--- config.mk ---
export PLATFORM = sky130hd
export DESIGN_NAME = letter_code_command_parser_core
export DESIGN_NICKNAME = d
export VERILOG_FILES = /design/src/hdl/lcp_pkg.sv /design/src/hdl/letter_code_command_parser_core.sv /design/src/hdl/lcp_front.sv /design/src/hdl/lcp_queue.sv /design/src/hdl/lcp_back.sv
export SDC_FILE = /design/constraint.sdc
export NUM_CORES = 1
export LEC_CHECK = 0
export ABC_AREA = 1
export CELL_PAD_IN_SITES_DETAIL_PLACEMENT = 0
export CELL_PAD_IN_SITES_GLOBAL_PLACEMENT = 1
export CORE_MARGIN = 5
export CORE_UTILIZATION = 51
export DETAILED_ROUTE_END_ITERATION = 16
export DONT_BUFFER_PORTS = 1
export PLACE_DENSITY = 0.95
export RECOVER_POWER = 50
export SYNTH_ARGS = -nofsm -noshare
export SYNTH_HDL_FRONTEND = slang
export SYNTH_SLANG_ARGS = --single-unit
--- constraint.sdc ---
create_clock -name clk -period 11.3 [get_ports clk]
set_input_delay 0.565 -clock clk [delete_from_list [all_inputs] [get_ports clk]]
set_output_delay 0.565 -clock clk [all_outputs]
set_load 0.02 [all_outputs]
--- src/hdl/lcp_pkg.sv ---
// Shared types, codes and constants of the letter/code command parser.
package lcp_pkg;

	localparam int PARAM_SLOTS_DEF = 4;
	localparam int VALUE_BITS_DEF  = 16;
	localparam int NUM_PARAM_OUT   = 4;
	localparam int FIELD_W         = 16;
	localparam int QUEUE_DEPTH     = 2;

	localparam logic [7:0] CH_LF      = 8'd10;
	localparam logic [7:0] CH_CR      = 8'd13;
	localparam logic [7:0] CH_SP      = 8'd32;
	localparam logic [7:0] CH_TAB     = 8'd9;
	localparam logic [7:0] CH_ZERO    = 8'd48;
	localparam logic [7:0] CASE_SHIFT = 8'd32;
	localparam logic [6:0] LETTER_RST = 7'd95;

	localparam logic [1:0] KIND_BYTE    = 2'd0;
	localparam logic [1:0] KIND_RESTART = 2'd1;
	localparam logic [1:0] KIND_NOPROC  = 2'd2;

	typedef struct packed {
		logic [1:0] kind;
		logic [7:0] rx_byte;
	} cmd_t;

	typedef struct packed {
		logic        ready_res;
		logic [2:0]  parse_phase;
		logic [2:0]  error_kind;
		logic [6:0]  cmd_letter;
		logic [15:0] cmd_code;
		logic [2:0]  param_total;
		logic [15:0] param_a;
		logic [15:0] param_b;
		logic [15:0] param_c;
		logic [15:0] param_d;
	} res_t;

	typedef enum logic [1:0] {
		OP_BYTE,
		OP_RESTART,
		OP_NOPROC,
		OP_NOP
	} op_t;

	typedef enum logic [2:0] {
		CC_LETTER,
		CC_DIGIT,
		CC_LF,
		CC_CR,
		CC_BLANK,
		CC_OTHER
	} cls_t;

	typedef struct packed {
		op_t        op;
		cls_t       cls;
		logic [3:0] digit;
		logic [6:0] letter;
	} item_t;

	typedef struct packed {
		logic not_empty;
		logic not_full;
	} q_stat_t;

	typedef enum logic [2:0] {
		PH_INIT  = 3'd0,
		PH_CODE  = 3'd1,
		PH_PPOSS = 3'd2,
		PH_PARAM = 3'd3,
		PH_OK    = 3'd4,
		PH_ERROR = 3'd5,
		PH_FLUSH = 3'd6
	} phase_t;

	typedef enum logic [2:0] {
		ER_NONE   = 3'd0,
		ER_CHAR   = 3'd1,
		ER_CODE   = 3'd2,
		ER_PARAM  = 3'd3,
		ER_NOPROC = 3'd4
	} err_t;

endpackage

--- src/hdl/letter_code_command_parser_core.sv ---
// Letter/code command parser: top level.
//
// Usage: each request on cmd carries one kind and one byte of an ASCII
// command line. kind 0 feeds a byte, 1 restarts the parser, 2 marks the
// line as not processable. Every accepted request gives exactly one
// result on res: the parser state after that request (letter, code,
// parameters, phase, error, ready flag).
// Both channels use valid/ready; a transfer happens when both are high.
// Path: a request is first written into the queue and, once popped, is
// loaded into the parser's result register.
// Throughput: one request per cycle while res_ready stays high, set by
// the back-end parser state updating on every pop; a two-entry queue
// separates the byte classifier from the parser.
// Stalls: while res_ready is low the result holds, the queue fills, and
// cmd_ready drops once both queue entries are taken.
// Reset: arst_n clears the parser to the init phase, letter '_', all
// values zero, and empties the queue; no result is pending after reset.
module letter_code_command_parser_core import lcp_pkg::*; #(
	parameter int PARAM_SLOTS = PARAM_SLOTS_DEF,
	parameter int VALUE_BITS  = VALUE_BITS_DEF
) (
	input  logic clk,
	input  logic arst_n,
	input  logic cmd_valid,
	output logic cmd_ready,
	input  cmd_t cmd,
	output logic res_valid,
	input  logic res_ready,
	output res_t res
);

	q_stat_t q_stat;
	logic    push;
	item_t   push_item;
	logic    pop;
	item_t   pop_item;

	lcp_front u_front (
		.cmd_valid (cmd_valid),
		.cmd_ready (cmd_ready),
		.cmd       (cmd),
		.q_stat    (q_stat),
		.push      (push),
		.push_item (push_item)
	);

	lcp_queue u_queue (
		.clk       (clk),
		.arst_n    (arst_n),
		.push      (push),
		.push_item (push_item),
		.pop       (pop),
		.pop_item  (pop_item),
		.q_stat    (q_stat)
	);

	lcp_back #(
		.PARAM_SLOTS (PARAM_SLOTS),
		.VALUE_BITS  (VALUE_BITS)
	) u_back (
		.clk       (clk),
		.arst_n    (arst_n),
		.q_stat    (q_stat),
		.pop_item  (pop_item),
		.pop       (pop),
		.res_valid (res_valid),
		.res_ready (res_ready),
		.res       (res)
	);

endmodule

--- src/hdl/lcp_front.sv ---
// Front end: accepts requests and classifies each received byte.
module lcp_front import lcp_pkg::*; (
	input  logic    cmd_valid,
	output logic    cmd_ready,
	input  cmd_t    cmd,
	input  q_stat_t q_stat,
	output logic    push,
	output item_t   push_item
);

	logic [7:0] up_byte;

	assign cmd_ready = q_stat.not_full;
	assign push      = cmd_valid && q_stat.not_full;

	always_comb begin
		up_byte = cmd.rx_byte;
		if (cmd.rx_byte inside {[8'd97:8'd122]}) begin
			up_byte = cmd.rx_byte - CASE_SHIFT;
		end

		case (cmd.kind)
			KIND_BYTE:    push_item.op = OP_BYTE;
			KIND_RESTART: push_item.op = OP_RESTART;
			KIND_NOPROC:  push_item.op = OP_NOPROC;
			default:      push_item.op = OP_NOP;
		endcase

		if (up_byte inside {[8'd65:8'd90]}) begin
			push_item.cls = CC_LETTER;
		end else if (cmd.rx_byte inside {[8'd48:8'd57]}) begin
			push_item.cls = CC_DIGIT;
		end else if (cmd.rx_byte == CH_LF) begin
			push_item.cls = CC_LF;
		end else if (cmd.rx_byte == CH_CR) begin
			push_item.cls = CC_CR;
		end else if (cmd.rx_byte == CH_SP || cmd.rx_byte == CH_TAB) begin
			push_item.cls = CC_BLANK;
		end else begin
			push_item.cls = CC_OTHER;
		end

		push_item.digit  = 4'(cmd.rx_byte - CH_ZERO);
		push_item.letter = up_byte[6:0];
	end

endmodule

--- src/hdl/lcp_queue.sv ---
// Two-entry queue of classified items between front and back end.
module lcp_queue import lcp_pkg::*; (
	input  logic    clk,
	input  logic    arst_n,
	input  logic    push,
	input  item_t   push_item,
	input  logic    pop,
	output item_t   pop_item,
	output q_stat_t q_stat
);

	localparam int PTR_W = $clog2(QUEUE_DEPTH);
	localparam int CNT_W = $clog2(QUEUE_DEPTH + 1);

	item_t            entry_q [QUEUE_DEPTH];
	logic [PTR_W-1:0] wr_ptr_q;
	logic [PTR_W-1:0] rd_ptr_q;
	logic [CNT_W-1:0] count_q;

	assign pop_item         = entry_q[rd_ptr_q];
	assign q_stat.not_empty = (count_q != '0);
	assign q_stat.not_full  = (count_q != CNT_W'(QUEUE_DEPTH));

	always_ff @(posedge clk) begin
		if (push) begin
			entry_q[wr_ptr_q] <= push_item;
		end
	end

	always_ff @(posedge clk or negedge arst_n) begin
		if (!arst_n) begin
			wr_ptr_q <= '0;
			rd_ptr_q <= '0;
			count_q  <= '0;
		end else begin
			if (push) begin
				wr_ptr_q <= (wr_ptr_q == PTR_W'(QUEUE_DEPTH - 1)) ? '0 : wr_ptr_q + 1'b1;
			end
			if (pop) begin
				rd_ptr_q <= (rd_ptr_q == PTR_W'(QUEUE_DEPTH - 1)) ? '0 : rd_ptr_q + 1'b1;
			end
			case ({push, pop})
				2'b10:   count_q <= count_q + 1'b1;
				2'b01:   count_q <= count_q - 1'b1;
				default: count_q <= count_q;
			endcase
		end
	end

endmodule

--- src/hdl/lcp_back.sv ---
// Back end: line parser state machine and result register.
module lcp_back import lcp_pkg::*; #(
	parameter int PARAM_SLOTS = PARAM_SLOTS_DEF,
	parameter int VALUE_BITS  = VALUE_BITS_DEF
) (
	input  logic    clk,
	input  logic    arst_n,
	input  q_stat_t q_stat,
	input  item_t   pop_item,
	output logic    pop,
	output logic    res_valid,
	input  logic    res_ready,
	output res_t    res
);

	localparam int CNT_W = $clog2(PARAM_SLOTS + 1);
	localparam int SUM_W = VALUE_BITS + 4;

	phase_t                phase_q, phase_d;
	err_t                  err_q, err_d;
	logic [6:0]            letter_q, letter_d;
	logic [VALUE_BITS-1:0] code_q, code_d;
	logic [VALUE_BITS-1:0] prm_q [PARAM_SLOTS];
	logic [CNT_W-1:0]      count_q, count_d;
	logic                  res_valid_q;

	logic                  prm_wr;
	logic                  prm_clr;
	logic [VALUE_BITS-1:0] prm_wr_val;
	logic [VALUE_BITS-1:0] cur_prm;
	logic [SUM_W-1:0]      code_sum;
	logic [SUM_W-1:0]      prm_sum;
	logic                  code_ovf;
	logic                  prm_ovf;
	logic [FIELD_W-1:0]    slot_out [NUM_PARAM_OUT];

	assign pop       = q_stat.not_empty && (!res_valid_q || res_ready);
	assign res_valid = res_valid_q;

	always_comb begin
		cur_prm = '0;
		for (int i = 0; i < PARAM_SLOTS; i++) begin
			if (count_q == CNT_W'(i)) begin
				cur_prm = prm_q[i];
			end
		end
		code_sum = (SUM_W'(code_q) << 3) + (SUM_W'(code_q) << 1) + SUM_W'(pop_item.digit);
		prm_sum  = (SUM_W'(cur_prm) << 3) + (SUM_W'(cur_prm) << 1) + SUM_W'(pop_item.digit);
		code_ovf = |code_sum[SUM_W-1:VALUE_BITS];
		prm_ovf  = |prm_sum[SUM_W-1:VALUE_BITS];
	end

	always_comb begin
		phase_d    = phase_q;
		err_d      = err_q;
		letter_d   = letter_q;
		code_d     = code_q;
		count_d    = count_q;
		prm_wr     = 1'b0;
		prm_clr    = 1'b0;
		prm_wr_val = prm_sum[VALUE_BITS-1:0];

		case (pop_item.op)
			OP_RESTART: begin
				phase_d  = PH_INIT;
				err_d    = ER_NONE;
				letter_d = LETTER_RST;
				code_d   = '0;
				count_d  = '0;
				prm_clr  = 1'b1;
			end
			OP_NOPROC: begin
				phase_d = PH_ERROR;
				err_d   = ER_NOPROC;
			end
			OP_BYTE: begin
				case (phase_q)
					PH_FLUSH: begin
						if (pop_item.cls == CC_LF) begin
							phase_d = PH_ERROR;
						end
					end
					PH_INIT: begin
						if (pop_item.cls == CC_LETTER) begin
							letter_d = pop_item.letter;
							phase_d  = PH_CODE;
						end else if (pop_item.cls != CC_LF && pop_item.cls != CC_BLANK) begin
							phase_d = PH_FLUSH;
							err_d   = ER_CHAR;
						end
					end
					PH_CODE: begin
						case (pop_item.cls)
							CC_DIGIT: begin
								if (code_ovf) begin
									phase_d = PH_FLUSH;
									err_d   = ER_CODE;
								end else begin
									code_d = code_sum[VALUE_BITS-1:0];
								end
							end
							CC_LF:    phase_d = PH_OK;
							CC_CR:    phase_d = PH_CODE;
							CC_BLANK: phase_d = PH_PPOSS;
							default: begin
								phase_d = PH_FLUSH;
								err_d   = ER_CHAR;
							end
						endcase
					end
					PH_PPOSS: begin
						case (pop_item.cls)
							CC_DIGIT: begin
								if (count_q < CNT_W'(PARAM_SLOTS)) begin
									prm_wr     = 1'b1;
									prm_wr_val = VALUE_BITS'(pop_item.digit);
									phase_d    = PH_PARAM;
								end else begin
									phase_d = PH_FLUSH;
									err_d   = ER_PARAM;
								end
							end
							CC_LF:    phase_d = PH_OK;
							CC_BLANK: phase_d = PH_PPOSS;
							default: begin
								phase_d = PH_FLUSH;
								err_d   = ER_CHAR;
							end
						endcase
					end
					PH_PARAM: begin
						case (pop_item.cls)
							CC_DIGIT: begin
								if (prm_ovf) begin
									phase_d = PH_FLUSH;
									err_d   = ER_PARAM;
								end else begin
									prm_wr = 1'b1;
								end
							end
							CC_LF: begin
								count_d = count_q + 1'b1;
								phase_d = PH_OK;
							end
							CC_CR: phase_d = PH_PARAM;
							CC_BLANK: begin
								count_d = count_q + 1'b1;
								phase_d = PH_PPOSS;
							end
							default: begin
								phase_d = PH_FLUSH;
								err_d   = ER_CHAR;
							end
						endcase
					end
					default: phase_d = phase_q;
				endcase
			end
			default: phase_d = phase_q;
		endcase
	end

	always_ff @(posedge clk or negedge arst_n) begin
		if (!arst_n) begin
			phase_q     <= PH_INIT;
			err_q       <= ER_NONE;
			letter_q    <= LETTER_RST;
			code_q      <= '0;
			count_q     <= '0;
			res_valid_q <= 1'b0;
		end else begin
			if (pop) begin
				phase_q  <= phase_d;
				err_q    <= err_d;
				letter_q <= letter_d;
				code_q   <= code_d;
				count_q  <= count_d;
			end
			if (pop) begin
				res_valid_q <= 1'b1;
			end else if (res_ready) begin
				res_valid_q <= 1'b0;
			end
		end
	end

	always_ff @(posedge clk or negedge arst_n) begin
		if (!arst_n) begin
			for (int i = 0; i < PARAM_SLOTS; i++) begin
				prm_q[i] <= '0;
			end
		end else if (pop) begin
			for (int i = 0; i < PARAM_SLOTS; i++) begin
				if (prm_clr) begin
					prm_q[i] <= '0;
				end else if (prm_wr && count_q == CNT_W'(i)) begin
					prm_q[i] <= prm_wr_val;
				end
			end
		end
	end

	for (genvar g = 0; g < NUM_PARAM_OUT; g++) begin : g_slot
		if (g < PARAM_SLOTS) begin : g_used
			assign slot_out[g] = FIELD_W'(prm_q[g]);
		end else begin : g_unused
			assign slot_out[g] = '0;
		end
	end

	always_comb begin
		res.ready_res   = (phase_q == PH_OK) || (phase_q == PH_ERROR);
		res.parse_phase = (phase_q == PH_FLUSH) ? PH_ERROR : phase_q;
		res.error_kind  = err_q;
		res.cmd_letter  = letter_q;
		res.cmd_code    = FIELD_W'(code_q);
		res.param_total = 3'(count_q);
		res.param_a     = slot_out[0];
		res.param_b     = slot_out[1];
		res.param_c     = slot_out[2];
		res.param_d     = slot_out[3];
	end

endmodule

==> results.json <==
{
  "wl_per_cell_um": 16.7,
  "gp_routability_congestion": 0.940,
  "insertion_delay_ns": 0.43,
  "place_inst": 1323,
  "ys_top_cells_by_area": "dfrtp_1 (28%), nand2_1 (16%), ha_1 (10%)",
  "synth_top_cell_area_share": 0.279,
  "dpl_cell_area_um2": 8600,
  "grt.total_usage": 0.236,
  "grt_pass1_wl_um": 37200,
  "synth_fp_nets": 1225,
  "pwr-share-comb": 0.524,
  "finalMaxSlewViolations": 102,
  "hold_buffers": 1,
  "io_buffers": 0,
  "power_density_nw_per_um2": 342,
  "yosys.area.top_type": "dfrtp_1",
  "dieArea_um2": 19400,
  "p_int_mw": 1.44,
  "postLayoutCoreUtil": 0.558,
  "area_growth_pct": 7.98,
  "max_stage_delay_ns": 0.81,
  "clk_path_buf_depth": 2,
  "setup_viol": 0,
  "fp.dieW_um": 139,
  "io_pins": 113,
  "cp.arrival_ns": 5.90,
  "synth-async-reset-ratio": 0.808,
  "cts_root_buf": "clkbuf_16",
  "ant_nets": 0,
  "ir_worst_vdd_uv": 165,
  "slew_headroom": -2.60,
  "cpMaxStageDelayCell": "nor2_1",
  "skew_ns": 0.00729,
  "p_total_mw": 3.14,
  "fin_cells": 1356,
  "max_freq_mhz": 179,
  "antenna_found_initial": 0,
  "drc": 0,
  "vias": 7544,
  "drt-total-wl_um": 22600,
  "dp_hpwl_um": 17100,
  "ys.flop_type": "dfrtp_1",
  "r2r-start": "u_back.count_q[1]",
  "p_switching_mw": 1.69,
  "cp_top_family": "simple AND/OR/NAND/NOR gates",
  "status": "finished with violations",
  "drt_iter0_markers": 624,
  "path_max_fanout": 17,
  "ys_ff_latch": 125,
  "vias_per_cell": 5.56,
  "antenna_cells": 0,
  "worst-path-buf-inv": 4,
  "nets": 1211,
  "swShare": 0.540,
  "endpoint_kind": "flop",
  "h-tree-depth": 4,
  "maxCapViolCount": 1,
  "period_share": 0.495,
  "cts_resized": 0,
  "cts_tree": "done",
  "min_from": "cmd[0]",
  "violations": "max-capacitance violations, max-slew violations",
  "crit_required_ns": 11.61,
  "hp-class": "primary input to flop",
  "overflow": 0,
  "grt_max_degree": 102,
  "design.core.area_um2": 16500,
  "avgSynthCellArea_um2": 7.48,
  "path_clk_slew_ns": 0.06,
  "tns_ns": 0,
  "synth_area_um2": 8510,
  "cts.sinks": 125,
  "clkPwrFrac": 0.172,
  "fin_area_um2": 9190,
  "setup.worst_path.start_class": "flop",
  "drive_above_1_share": 0.0660,
  "yosys_warnings": 0,
  "drt_pass1_iterations": 5,
  "worst_slew_pin_slew_ns": 5.39,
  "rsz0062_at_grt": "no",
  "syn-instance-count": 1137,
  "worstSetupStartpoint": "u_back.count_q[1]",
  "grt_pass1_vias": 7014,
  "synth_edf_count": 24,
  "path_class": "flop to flop",
  "finalHoldViolCount": 0,
  "cts_buffers": 17,
  "finalCriticalPeriod_ns": 5.59,
  "rows": 47,
  "cts_setup_buffers": 0,
  "cpMostUsedCell": "nand2_1",
  "yosys.cell_types.count": 50,
  "ys_seq_area_frac": 0.383,
  "start_util": 0.517,
  "die_h_um": 139,
  "seq_power_share": 0.304,
  "leakagePower_nw": 4.85
}
-- power groups by stage --
stage          clock network [mW]  logic, mW  registers, mW
6_report                    0.540       1.64          0.954
5_1_grt                     0.571       1.85          0.975
4_1_cts                     0.547       1.62          0.956
3_5_place_dp                    0       1.60          0.964
3_3_place_gp                    0       1.58          0.960
2_1_floorplan                   0       1.26          0.881
-- worst register-to-register path, delay by kind of cell, from the launching register on --
kind / cells / cell delay, ns
buffers and inverters: 4 / 0.55
flip-flops: 1 / 0.50
adder cells (fa/ha/maj): 4 / 0.98
AND/OR/NAND/NOR: 18 / 2.92
AO/OA/AOI/OAI: 2 / 0.52
-- final cells by class --
class | count | area (µm²)
clock buffer | 18 | 450
clock inverter | 14 | 133
sequential | 125 | 3260
fill | 1632 | 7280
inverter | 108 | 405
tap | 220 | 275
multi-input combinational | 868 | 4650
timing repair buffer | 3 | 18.8
-- cells in the final DEF (no fill, tap or decap), drive strengths merged --
master / netlist / final
a211oi: 5 / 5
a21o: 6 / 6
a21oi: 43 / 43
a22oi: 1 / 1
a31o: 1 / 1
a31oi: 11 / 11
and3: 1 / 1
buf: 18 / 2
bufinv: 0 / 1
clkbuf: 18 / 19
clkinv: 1 / 5
clkinvlp: 0 / 4
dfrtp: 95 / 95
dfstp: 6 / 6
edfxtp: 24 / 24
fa: 4 / 4
ha: 70 / 70
inv: 107 / 112
mux2i: 2 / 2
nand2: 384 / 384
nand3: 117 / 117
nand3b: 1 / 1
nand4: 10 / 10
nor2: 83 / 83
nor3: 17 / 17
nor3b: 1 / 1
nor4: 2 / 2
o2111ai: 2 / 2
o21a: 4 / 4
o21ai: 82 / 82
o21bai: 3 / 3
o221ai: 1 / 1
o31a: 1 / 1
o31ai: 2 / 2
o41ai: 1 / 1
or2: 3 / 3
xnor2: 4 / 4
xor2: 6 / 6
-- through the flow --
| step | worst slack [ns] | hold WS (ns) |
|---|---|---|
| finish | 5.71 | 0.232 |
| global route | 4.93 | 0.210 |
| CTS | 5.79 | 0.0833 |
| detailed placement | 5.85 | 0.272 |
| global placement | 5.96 | 0.272 |
| floorplan | 7.23 | 0.269 |
-- state kept, by name, indices dropped and copies added (netlist names) --
register	flops
u_queue.entry_q	24
u_queue.wr_ptr_q	1
u_queue.count_q	2
u_back.count_q	3
u_back.res_valid	1
u_back.err_q	3
u_back.letter_q	7
u_back.res	64
u_back.phase_q	3
u_back.code_q	16
u_queue.rd_ptr_q	1
-- layer usage --
metal	global-route usage	vias to the layer above	routed length, µm
li1	-	3746	-
met5	0	-	0
met1	0.319	3536	10000
met2	0.365	232	10300
met4	0.0700	0	411
met3	0.0752	30	1890
-- worst paths after layout --
path,end,slack (ns),cells after the start
min,u_queue.entry_q[0][7],0.23,0
min reg2reg,u_queue.count_q[1],0.50,1
max,u_back.res[23],5.71,28
max reg2reg,u_back.res[23],5.71,28
min in group asynchronous,u_back.res[60],2.12,1
max in group asynchronous,u_back.code_q[0],6.19,1
-- cell families after synthesis --
kind of cell / synth area share
AO/OA/AOI/OAI: 0.109
adder cells (fa/ha/maj): 0.112
multiplexers: 0.00235
AND/OR/NAND/NOR: 0.312
XOR/XNOR: 0.0103
flip-flops: 0.383
buffers and inverters: 0.0709
-- Yosys cell counts, types with 2 or more instances --
library cell    n
nand2_1       370
nand3_1       117
inv_1         102
dfrtp_1        95
nor2_1         79
ha_1           70
o21ai_0        65
a21oi_1        43
edfxtp_1       24
clkbuf_1       18
o21ai_1        16
nor3_1         13
a31oi_1        11
nand2_2        10
nand4_1        10
a21o_1          6
dfstp_2         6
xor2_1          6
buf_2           5
buf_4           5
buf_6           5
inv_2           5
fa_1            4
nand2_4         4
o21a_1          4
xnor2_1         4
a211oi_2        3
buf_1           3
nor2_4          3
o21bai_1        3
a211oi_1        2
mux2i_1         2
nor3_2          2
nor3_4          2
nor4_1          2
o2111ai_1       2
o31ai_1         2
or2_2           2
(Power assumes the default switching activity.)
